--- src/rtl/core/mhht_pkg.sv ---
`default_nettype none

package mhht_pkg;

  localparam int KEY_W = 16;
  localparam int HID_W = 8;
  localparam int REM_STEPS = 3;
  localparam int REM_CW = $clog2(REM_STEPS);

  localparam logic [1:0] MODE_INSERT   = 2'd0;
  localparam logic [1:0] MODE_DISPATCH = 2'd1;
  localparam logic [1:0] MODE_QUERY    = 2'd2;

  typedef enum logic [1:0] {
    ST_OK         = 2'd0,
    ST_TABLE_FULL = 2'd1,
    ST_LIST_FULL  = 2'd2,
    ST_NOT_FOUND  = 2'd3
  } mhht_status_t;

  typedef struct packed {
    logic [1:0]       mode;
    logic [KEY_W-1:0] key;
    logic [HID_W-1:0] handler_id;
  } mhht_in_t;

  typedef struct packed {
    mhht_status_t     status;
    logic [HID_W-1:0] handler_out;
    logic             has_handler;
    logic             last;
  } mhht_out_t;

  typedef enum logic [2:0] {
    S_IDLE,
    S_HOME,
    S_PRB_RD,
    S_PRB_CHK,
    S_HRD,
    S_HLD,
    S_EMIT
  } mhht_state_t;

  typedef struct packed {
    logic         load;
    logic         rem_step;
    logic         probe_next;
    logic         claim;
    logic         append;
    logic         hrd_next;
    logic         res_load;
    logic         res_from_store;
    mhht_status_t res_status;
    logic         res_has;
    logic         res_last;
  } mhht_cmd_t;

  typedef struct packed {
    logic [1:0] mode;
    logic       rem_done;
    logic       slot_valid;
    logic       key_match;
    logic       probe_last;
    logic       table_room;
    logic       cnt_full;
    logic       cnt_zero;
    logic       hrd_last;
    logic       out_last;
  } mhht_sts_t;

endpackage

`default_nettype wire

--- src/rtl/core/message_handler_hash_table_top.sv ---
`default_nettype none

// Message handler table: open-addressed hash of 16-bit keys onto SLOT_COUNT
// slots (home = key mod SLOT_COUNT, linear probe with wrap), each slot holding
// up to HANDLERS_PER_SLOT handler ids. One item at a time: in_ready is high
// only while idle. After the idle cycle that accepts the item, the reciprocal
// remainder steps (quotient estimate, back-multiply, fix-up) find the home slot
// and each probe, up to SLOT_COUNT, reads the registered key memory and then
// checks the stored key. Insert and query present their single result in the
// cycle after the final probe check; a dispatch emits one result per handler
// (a single not-found result if there is none), each read from the handler
// memory through its read register. Results wait in an output register until
// out_ready, which stalls the item; last marks the final result of an item.

module message_handler_hash_table_top #(
  parameter int SLOT_COUNT = 16,
  parameter int HANDLERS_PER_SLOT = 4
) (
  input  wire logic               clk,
  input  wire logic               rst_n,
  input  wire logic               in_valid,
  output logic                    in_ready,
  input  wire mhht_pkg::mhht_in_t  in_data,
  output logic                    out_valid,
  input  wire logic               out_ready,
  output mhht_pkg::mhht_out_t      out_data
);
  import mhht_pkg::*;

  mhht_cmd_t cmd;
  mhht_sts_t sts;

  mhht_ctrl u_ctrl (
    .clk       (clk),
    .rst_n     (rst_n),
    .in_valid  (in_valid),
    .in_ready  (in_ready),
    .out_valid (out_valid),
    .out_ready (out_ready),
    .sts       (sts),
    .cmd       (cmd)
  );

  mhht_dp #(
    .SLOT_COUNT        (SLOT_COUNT),
    .HANDLERS_PER_SLOT (HANDLERS_PER_SLOT)
  ) u_dp (
    .clk      (clk),
    .rst_n    (rst_n),
    .in_data  (in_data),
    .cmd      (cmd),
    .sts      (sts),
    .out_data (out_data)
  );

endmodule

`default_nettype wire

--- src/rtl/core/mhht_dp.sv ---
`default_nettype none

module mhht_dp #(
  parameter int SLOT_COUNT = 16,
  parameter int HANDLERS_PER_SLOT = 4
) (
  input  wire logic               clk,
  input  wire logic               rst_n,
  input  wire mhht_pkg::mhht_in_t  in_data,
  input  wire mhht_pkg::mhht_cmd_t cmd,
  output mhht_pkg::mhht_sts_t      sts,
  output mhht_pkg::mhht_out_t      out_data
);
  import mhht_pkg::*;

  localparam int SW = (SLOT_COUNT > 1) ? $clog2(SLOT_COUNT) : 1;
  localparam int CW = $clog2(HANDLERS_PER_SLOT + 1);
  localparam int HW = (HANDLERS_PER_SLOT > 1) ? $clog2(HANDLERS_PER_SLOT) : 1;
  localparam int AW = $clog2(SLOT_COUNT * HANDLERS_PER_SLOT);
  localparam int UW = $clog2(SLOT_COUNT + 1);
  localparam int DEPTH = SLOT_COUNT * HANDLERS_PER_SLOT;
  localparam int PW = KEY_W + 32;

  localparam logic [31:0]      RECIP    = 32'((64'd1 << 32) / SLOT_COUNT);
  localparam logic [KEY_W-1:0] SC_K     = KEY_W'(SLOT_COUNT);
  localparam logic [SW-1:0]    SLOT_MAX = SW'(SLOT_COUNT - 1);
  localparam logic [CW-1:0]    CNT_MAX  = CW'(HANDLERS_PER_SLOT);
  localparam logic [AW-1:0]    HPS      = AW'(HANDLERS_PER_SLOT);
  localparam logic [UW-1:0]    USED_MAX = UW'(SLOT_COUNT);

  logic [1:0]        mode_r;
  logic [KEY_W-1:0]  key_r;
  logic [KEY_W-1:0]  q_r;
  logic [KEY_W-1:0]  r_r;
  logic [HID_W-1:0]  hid_r;
  logic [REM_CW-1:0] rem_cnt_r;
  logic [SW-1:0]     idx_r;
  logic [SW-1:0]     n_r;
  logic [HW-1:0]     h_r;
  logic [UW-1:0]     used_r;
  logic              valid_r [SLOT_COUNT];
  logic [CW-1:0]     cnt_r [SLOT_COUNT];
  logic [KEY_W-1:0]  key_mem [SLOT_COUNT];
  logic [HID_W-1:0]  hnd_mem [DEPTH];
  logic [KEY_W-1:0]  key_rd_r;
  logic [HID_W-1:0]  hd_rd_r;
  mhht_out_t         out_r;

  logic [PW-1:0]    qprod;
  logic [KEY_W-1:0] qsc;
  logic [KEY_W-1:0] r_fix;
  logic [SW-1:0]    rem_nxt;
  logic [CW-1:0]    cnt_cur;
  logic [AW-1:0]    base;
  logic [AW-1:0]    wr_addr;
  logic [AW-1:0]    rd_addr;

  // home slot: reciprocal estimate of the quotient, back-multiply, one fix-up
  always_comb begin
    qprod   = PW'(key_r) * PW'(RECIP);
    qsc     = q_r * SC_K;
    r_fix   = (r_r >= SC_K) ? r_r - SC_K : r_r;
    rem_nxt = r_fix[SW-1:0];
  end

  assign cnt_cur = cnt_r[idx_r];
  assign base    = AW'(idx_r) * HPS;
  assign wr_addr = cmd.claim ? base : base + AW'(cnt_cur);
  assign rd_addr = base + AW'(h_r);

  always_ff @(posedge clk) begin
    if (cmd.load) begin
      mode_r    <= in_data.mode;
      key_r     <= in_data.key;
      hid_r     <= in_data.handler_id;
      rem_cnt_r <= '0;
      idx_r     <= '0;
      n_r       <= '0;
      h_r       <= '0;
    end else begin
      if (cmd.rem_step) begin
        q_r       <= qprod[PW-1:32];
        r_r       <= key_r - qsc;
        idx_r     <= rem_nxt;
        rem_cnt_r <= rem_cnt_r + REM_CW'(1);
      end
      if (cmd.probe_next) begin
        idx_r <= (idx_r == SLOT_MAX) ? '0 : idx_r + SW'(1);
        n_r   <= n_r + SW'(1);
      end
      if (cmd.hrd_next) begin
        h_r <= h_r + HW'(1);
      end
    end
  end

  always_ff @(posedge clk) begin
    if (!rst_n) begin
      used_r <= '0;
      for (int i = 0; i < SLOT_COUNT; i++) begin
        valid_r[i] <= 1'b0;
        cnt_r[i]   <= '0;
      end
    end else if (cmd.claim) begin
      used_r         <= used_r + UW'(1);
      valid_r[idx_r] <= 1'b1;
      cnt_r[idx_r]   <= CW'(1);
    end else if (cmd.append) begin
      cnt_r[idx_r] <= cnt_cur + CW'(1);
    end
  end

  always_ff @(posedge clk) begin
    if (cmd.claim) begin
      key_mem[idx_r] <= key_r;
    end
    key_rd_r <= key_mem[idx_r];
  end

  always_ff @(posedge clk) begin
    if (cmd.claim || cmd.append) begin
      hnd_mem[wr_addr] <= hid_r;
    end
    hd_rd_r <= hnd_mem[rd_addr];
  end

  always_ff @(posedge clk) begin
    if (cmd.res_load) begin
      out_r.status      <= cmd.res_status;
      out_r.handler_out <= cmd.res_from_store ? hd_rd_r : '0;
      out_r.has_handler <= cmd.res_has;
      out_r.last        <= cmd.res_last;
    end
  end

  assign out_data = out_r;

  always_comb begin
    sts.mode       = mode_r;
    sts.rem_done   = (rem_cnt_r == REM_CW'(REM_STEPS - 1));
    sts.slot_valid = valid_r[idx_r];
    sts.key_match  = (key_rd_r == key_r);
    sts.probe_last = (n_r == SLOT_MAX);
    sts.table_room = (used_r < USED_MAX);
    sts.cnt_full   = (cnt_cur >= CNT_MAX);
    sts.cnt_zero   = (cnt_cur == '0);
    sts.hrd_last   = (CW'(h_r) + CW'(1) >= cnt_cur);
    sts.out_last   = out_r.last;
  end

endmodule

`default_nettype wire

--- src/rtl/core/mhht_ctrl.sv ---
`default_nettype none

module mhht_ctrl (
  input  wire logic               clk,
  input  wire logic               rst_n,
  input  wire logic               in_valid,
  output logic                    in_ready,
  output logic                    out_valid,
  input  wire logic               out_ready,
  input  wire mhht_pkg::mhht_sts_t sts,
  output mhht_pkg::mhht_cmd_t      cmd
);
  import mhht_pkg::*;

  mhht_state_t state_r;
  mhht_state_t state_nxt;

  always_ff @(posedge clk) begin
    if (!rst_n) begin
      state_r <= S_IDLE;
    end else begin
      state_r <= state_nxt;
    end
  end

  always_comb begin
    state_nxt = state_r;
    cmd       = '0;
    cmd.res_status = ST_OK;
    in_ready  = 1'b0;
    out_valid = 1'b0;
    unique case (state_r)
      S_IDLE: begin
        in_ready = 1'b1;
        if (in_valid) begin
          cmd.load  = 1'b1;
          state_nxt = S_HOME;
        end
      end
      S_HOME: begin
        cmd.rem_step = 1'b1;
        if (sts.rem_done) begin
          state_nxt = S_PRB_RD;
        end
      end
      S_PRB_RD: begin
        state_nxt = S_PRB_CHK;
      end
      S_PRB_CHK: begin
        cmd.res_last = 1'b1;
        if (!sts.slot_valid || (!sts.key_match && sts.probe_last)) begin
          cmd.res_load   = 1'b1;
          cmd.res_status = ST_NOT_FOUND;
          state_nxt      = S_EMIT;
          if (sts.mode == MODE_INSERT) begin
            if (sts.slot_valid || !sts.table_room) begin
              cmd.res_status = ST_TABLE_FULL;
            end else begin
              cmd.claim      = 1'b1;
              cmd.res_status = ST_OK;
              cmd.res_has    = 1'b1;
            end
          end
        end else if (sts.key_match) begin
          case (sts.mode)
            MODE_INSERT: begin
              cmd.res_load = 1'b1;
              cmd.res_has  = 1'b1;
              state_nxt    = S_EMIT;
              if (sts.cnt_full) begin
                cmd.res_status = ST_LIST_FULL;
              end else begin
                cmd.append = 1'b1;
              end
            end
            MODE_DISPATCH: begin
              if (sts.cnt_zero) begin
                cmd.res_load   = 1'b1;
                cmd.res_status = ST_NOT_FOUND;
                state_nxt      = S_EMIT;
              end else begin
                state_nxt = S_HRD;
              end
            end
            default: begin
              cmd.res_load = 1'b1;
              state_nxt    = S_EMIT;
              if (sts.cnt_zero) begin
                cmd.res_status = ST_NOT_FOUND;
              end else begin
                cmd.res_has = 1'b1;
              end
            end
          endcase
        end else begin
          cmd.probe_next = 1'b1;
          state_nxt      = S_PRB_RD;
        end
      end
      S_HRD: begin
        state_nxt = S_HLD;
      end
      S_HLD: begin
        cmd.res_load       = 1'b1;
        cmd.res_from_store = 1'b1;
        cmd.res_has        = 1'b1;
        cmd.res_last       = sts.hrd_last;
        state_nxt          = S_EMIT;
      end
      S_EMIT: begin
        out_valid = 1'b1;
        if (out_ready) begin
          if (sts.out_last) begin
            state_nxt = S_IDLE;
          end else begin
            cmd.hrd_next = 1'b1;
            state_nxt    = S_HRD;
          end
        end
      end
      default: begin
        state_nxt = S_IDLE;
      end
    endcase
  end

  a_no_overlap: assert property (@(posedge clk) disable iff (!rst_n)
    !(in_ready && out_valid))
    else $error("input taken while an item is pending");

  a_claim_room: assert property (@(posedge clk) disable iff (!rst_n)
    cmd.claim |-> (sts.table_room && !sts.slot_valid))
    else $error("slot claimed without room");

  a_append_room: assert property (@(posedge clk) disable iff (!rst_n)
    cmd.append |-> (!sts.cnt_full && sts.key_match))
    else $error("append into full list");

  a_res_emit: assert property (@(posedge clk) disable iff (!rst_n)
    cmd.res_load |=> out_valid)
    else $error("loaded result not presented");

endmodule

`default_nettype wire
--- config.mk ---
export PLATFORM = sky130hd
export DESIGN_NAME = message_handler_hash_table_top
export DESIGN_NICKNAME = d
export VERILOG_FILES = /design/src/rtl/core/mhht_pkg.sv /design/src/rtl/core/message_handler_hash_table_top.sv /design/src/rtl/core/mhht_dp.sv /design/src/rtl/core/mhht_ctrl.sv
export SDC_FILE = /design/constraint.sdc
export NUM_CORES = 1
export LEC_CHECK = 0
export BUFFER_PORTS_ARGS = -buffer_cell sky130_fd_sc_hd__buf_2
export CORE_ASPECT_RATIO = 0.75
export CORE_MARGIN = 5
export CORE_UTILIZATION = 45
export DETAILED_ROUTE_END_ITERATION = 16
export HOLD_SLACK_MARGIN = 0.1
export SLEW_MARGIN = 10
export SYNTH_ARGS = -nofsm -noshare
export SYNTH_HDL_FRONTEND = slang
export SYNTH_SLANG_ARGS = --single-unit
--- constraint.sdc ---
create_clock -name clk -period 3.9 [get_ports clk]
set_input_delay 0.585 -clock clk [delete_from_list [all_inputs] [get_ports clk]]
set_output_delay 0.585 -clock clk [all_outputs]
set_load 0.005 [all_outputs]
==> flow_summary.json <==
{
  "synth_cells": 1721,
  "grt_overflow": 0,
  "routedWlPerCell_um": 26.8,
  "io_pins": 44,
  "drt_iter0_markers": 1755,
  "antenna_found_initial": 6,
  "synthArstFlopShare": 0,
  "synth-seq-cells": 922,
  "cts_tree": "done",
  "startpoint_type": "flip-flop",
  "dp_hpwl_um": 49600,
  "grt_pass1_wl_um": 122000,
  "syn_avg_cell_area_sq_um": 21.0,
  "htree_levels": 3,
  "clk_pin_slew_worst_paths_ns": 0.06,
  "root_buffer": "clkbuf_16",
  "yosysWarnings": 0,
  "fin_crit_sh": 0.922,
  "p_total_mw": 23.3,
  "maxCapViolCount": 0,
  "cpPeakStageDelay_ns": 0.79,
  "worst_path_dominant_cell_family": "compound AO/OA/AOI/OAI gates",
  "die_area_sq_mm": 0.0861,
  "clkSinkCount": 922,
  "drive_gt1_frac": 0.321,
  "ys_seq_area_frac": 0.749,
  "cp.required_ns": 4.28,
  "crit_arrival_ns": 3.98,
  "cts_buffers": 88,
  "drt-vias-per-instance": 5.75,
  "path_cells": "buf_4, mux4_1, nand2b_1, a2bb2oi_2, a21oi_1, o32ai_2, nor2_1, buf_4",
  "grt_max_degree": 92,
  "period_minus_slack_ns": 3.60,
  "fmax_mhz": 278,
  "vias": 17700,
  "area_growth_pct": 15.8,
  "drt_pass1_iterations": 5,
  "nNetsFinal": 1986,
  "cts_setup_buffers": 0,
  "utilization": 0.522,
  "drc": 0,
  "fp-row-count": 90,
  "syn_area_sq_mm": 0.0361,
  "hold_path.class": "input pin to flip-flop",
  "finalMaxSlewViolations": 0,
  "grt_use_total": 0.192,
  "cts_buffer_depth": 3,
  "start_util": 0.451,
  "final.setup.tns_ns": 0,
  "path_class": "flip-flop to flip-flop",
  "synth_flop_cell": "edfxtp_1",
  "grt_pass1_vias": 17600,
  "die_h_um": 255,
  "whs_ns": 0.147,
  "setup_viol": 0,
  "setup_slack_ns": 0.305,
  "cp_slowest_cell": "o32ai_2",
  "final_cells": 3072,
  "outcome": "complete, no violations",
  "power.density_mw_per_mm2": 557,
  "io_buffers": 43,
  "crit_top_cell": "buf_4",
  "core_sq_mm": 0.0801,
  "worstMarginPinSlew_ns": 1.01,
  "antenna_left": 0,
  "ir_drop_mv": 0.400,
  "yosysUniqueCellTypes": 73,
  "place_area_sq_mm": 0.0386,
  "rsz0062_at_grt": "no",
  "synth_edf_count": 858,
  "routabilityCongestion": 0.855,
  "clk_latency_ns": 0.65,
  "diodes": 0,
  "placed_cells": 2885,
  "synth.net_count": 1766,
  "pre_cts_ws_ns": 0.0168,
  "finalInstanceArea_sq_mm": 0.0418,
  "end_kind": "flip-flop",
  "finalHoldViolations": 0,
  "cp_num_buf_inv": 2,
  "finClkSkew_ns": 0.0290,
  "critPathMaxFanout": 10,
  "drt_wl_total_um": 82300,
  "relSlewSlack": 0.328,
  "fp.dieW_um": 337,
  "p_leak_nw": 13.1
}
==> power by group <==
part	leakage (nW)	total, mW	internal [mW]	switching, mW
sequential	8.32	11.5	11.3	0.292
combinational	3.33	3.12	1.30	1.82
clock	1.43	8.63	4.97	3.66
==> final timing paths <==
path / startpoint / endpoint / depth (start not counted) / slack [ns]
worst max-delay path: flip-flop / u_dp.hnd_mem[56][4] / 8 / 0.30
worst min-delay path: in_data[18] / u_dp.key_r[10] / 1 / 0.15
worst max register to register: flip-flop / u_dp.hnd_mem[56][4] / 8 / 0.30
worst min register to register: u_dp.rem_cnt_r[0] / u_dp.rem_cnt_r[0] / 2 / 0.46
==> metal layers <==
layer / routed length, um / GRT usage / up-vias
met5: 0 / 0 / -
met4: 1510 / 0.0431 / 0
met3: 6430 / 0.0374 / 114
met2: 36000 / 0.270 / 652
met1: 38400 / 0.313 / 9351
li1: - / - / 7561
==> cell usage in the layout (no fill, tap or decap), types with 14 or more instances in the layout <==
| cell | instances |
|---|---|
| nand2_1 | 41 |
| xor2_1 | 18 |
| o21ai_0 | 24 |
| mux2i_1 | 21 |
| and2_1 | 14 |
| nor3_1 | 52 |
| mux4_2 | 257 |
| nor2_1 | 73 |
| buf_4 | 147 |
| dlygate4sd3_1 | 24 |
| nor3b_1 | 17 |
| o21a_1 | 16 |
| dfxtp_1 | 58 |
| clkinv_2 | 15 |
| ha_1 | 15 |
| buf_2 | 43 |
| nor2_2 | 16 |
| inv_1 | 14 |
| edfxtp_1 | 858 |
| clkbuf_16 | 90 |
| clkbuf_1 | 18 |
| a21oi_1 | 18 |
==> final cells by class <==
class | count | area [sq um]
clock inverter | 46 | 492
tap | 1058 | 1320
sequential | 922 | 27100
clock buffer | 117 | 2440
fill | 6178 | 38200
timing repair buffer | 225 | 1780
multi-input combinational | 689 | 8660
inverter | 15 | 57.6
==> synthesized netlist by cell type (all sizes together) (17+ instances only) <==
library cell	n	area, sq um
a21oi	20	108
nor2	89	334
o21ai	26	130
nor3	54	280
nand2	41	154
mux2i	24	251
nor3b	17	128
dfxtp	64	1280
buf	46	239
and2	18	115
o21a	17	129
clkbuf	49	184
xor2	18	158
edfxtp	858	25800
mux4	258	5810
==> sequential cells by signal, summed over array words and instances (netlist names), 3 cells and up, named ones only <==
signal          flops
u_ctrl.state_r      3
u_dp.cnt_r         48
u_dp.hd_rd_r        8
u_dp.hid_r          8
u_dp.hnd_mem      512
u_dp.idx_r          4
u_dp.key_mem      256
u_dp.key_r         16
u_dp.key_rd_r      16
u_dp.n_r            4
u_dp.out_data      12
u_dp.r_r            4
u_dp.used_r         5
u_dp.valid_r       16
==> worst reg2reg max path: cells and delay by family, from the launching register on <==
family          cells  cell delay (ns)
mux                 1             0.55
simple gates        2             0.28
buf+inv             2             0.47
flops               1             0.50
compound gates      3             1.56
==> cell families after synthesis <==
kind of cell,Yosys count,synth area share
XOR/XNOR,22,0.00534
adder cells (fa/ha/maj),15,0.00520
AO/OA/AOI/OAI,93,0.0182
AND/OR/NAND/NOR,271,0.0393
buffers and inverters,110,0.0133
flip-flops,922,0.749
multiplexers,288,0.170
==> repair_timing <==
item	4_1_cts	5_1_grt
gates resized for setup	0	2
endpoints found under the hold margin	24	0
endpoints found under the setup margin	0	128
hold buffers	24	0
Power figures use the tool's default switching activity.
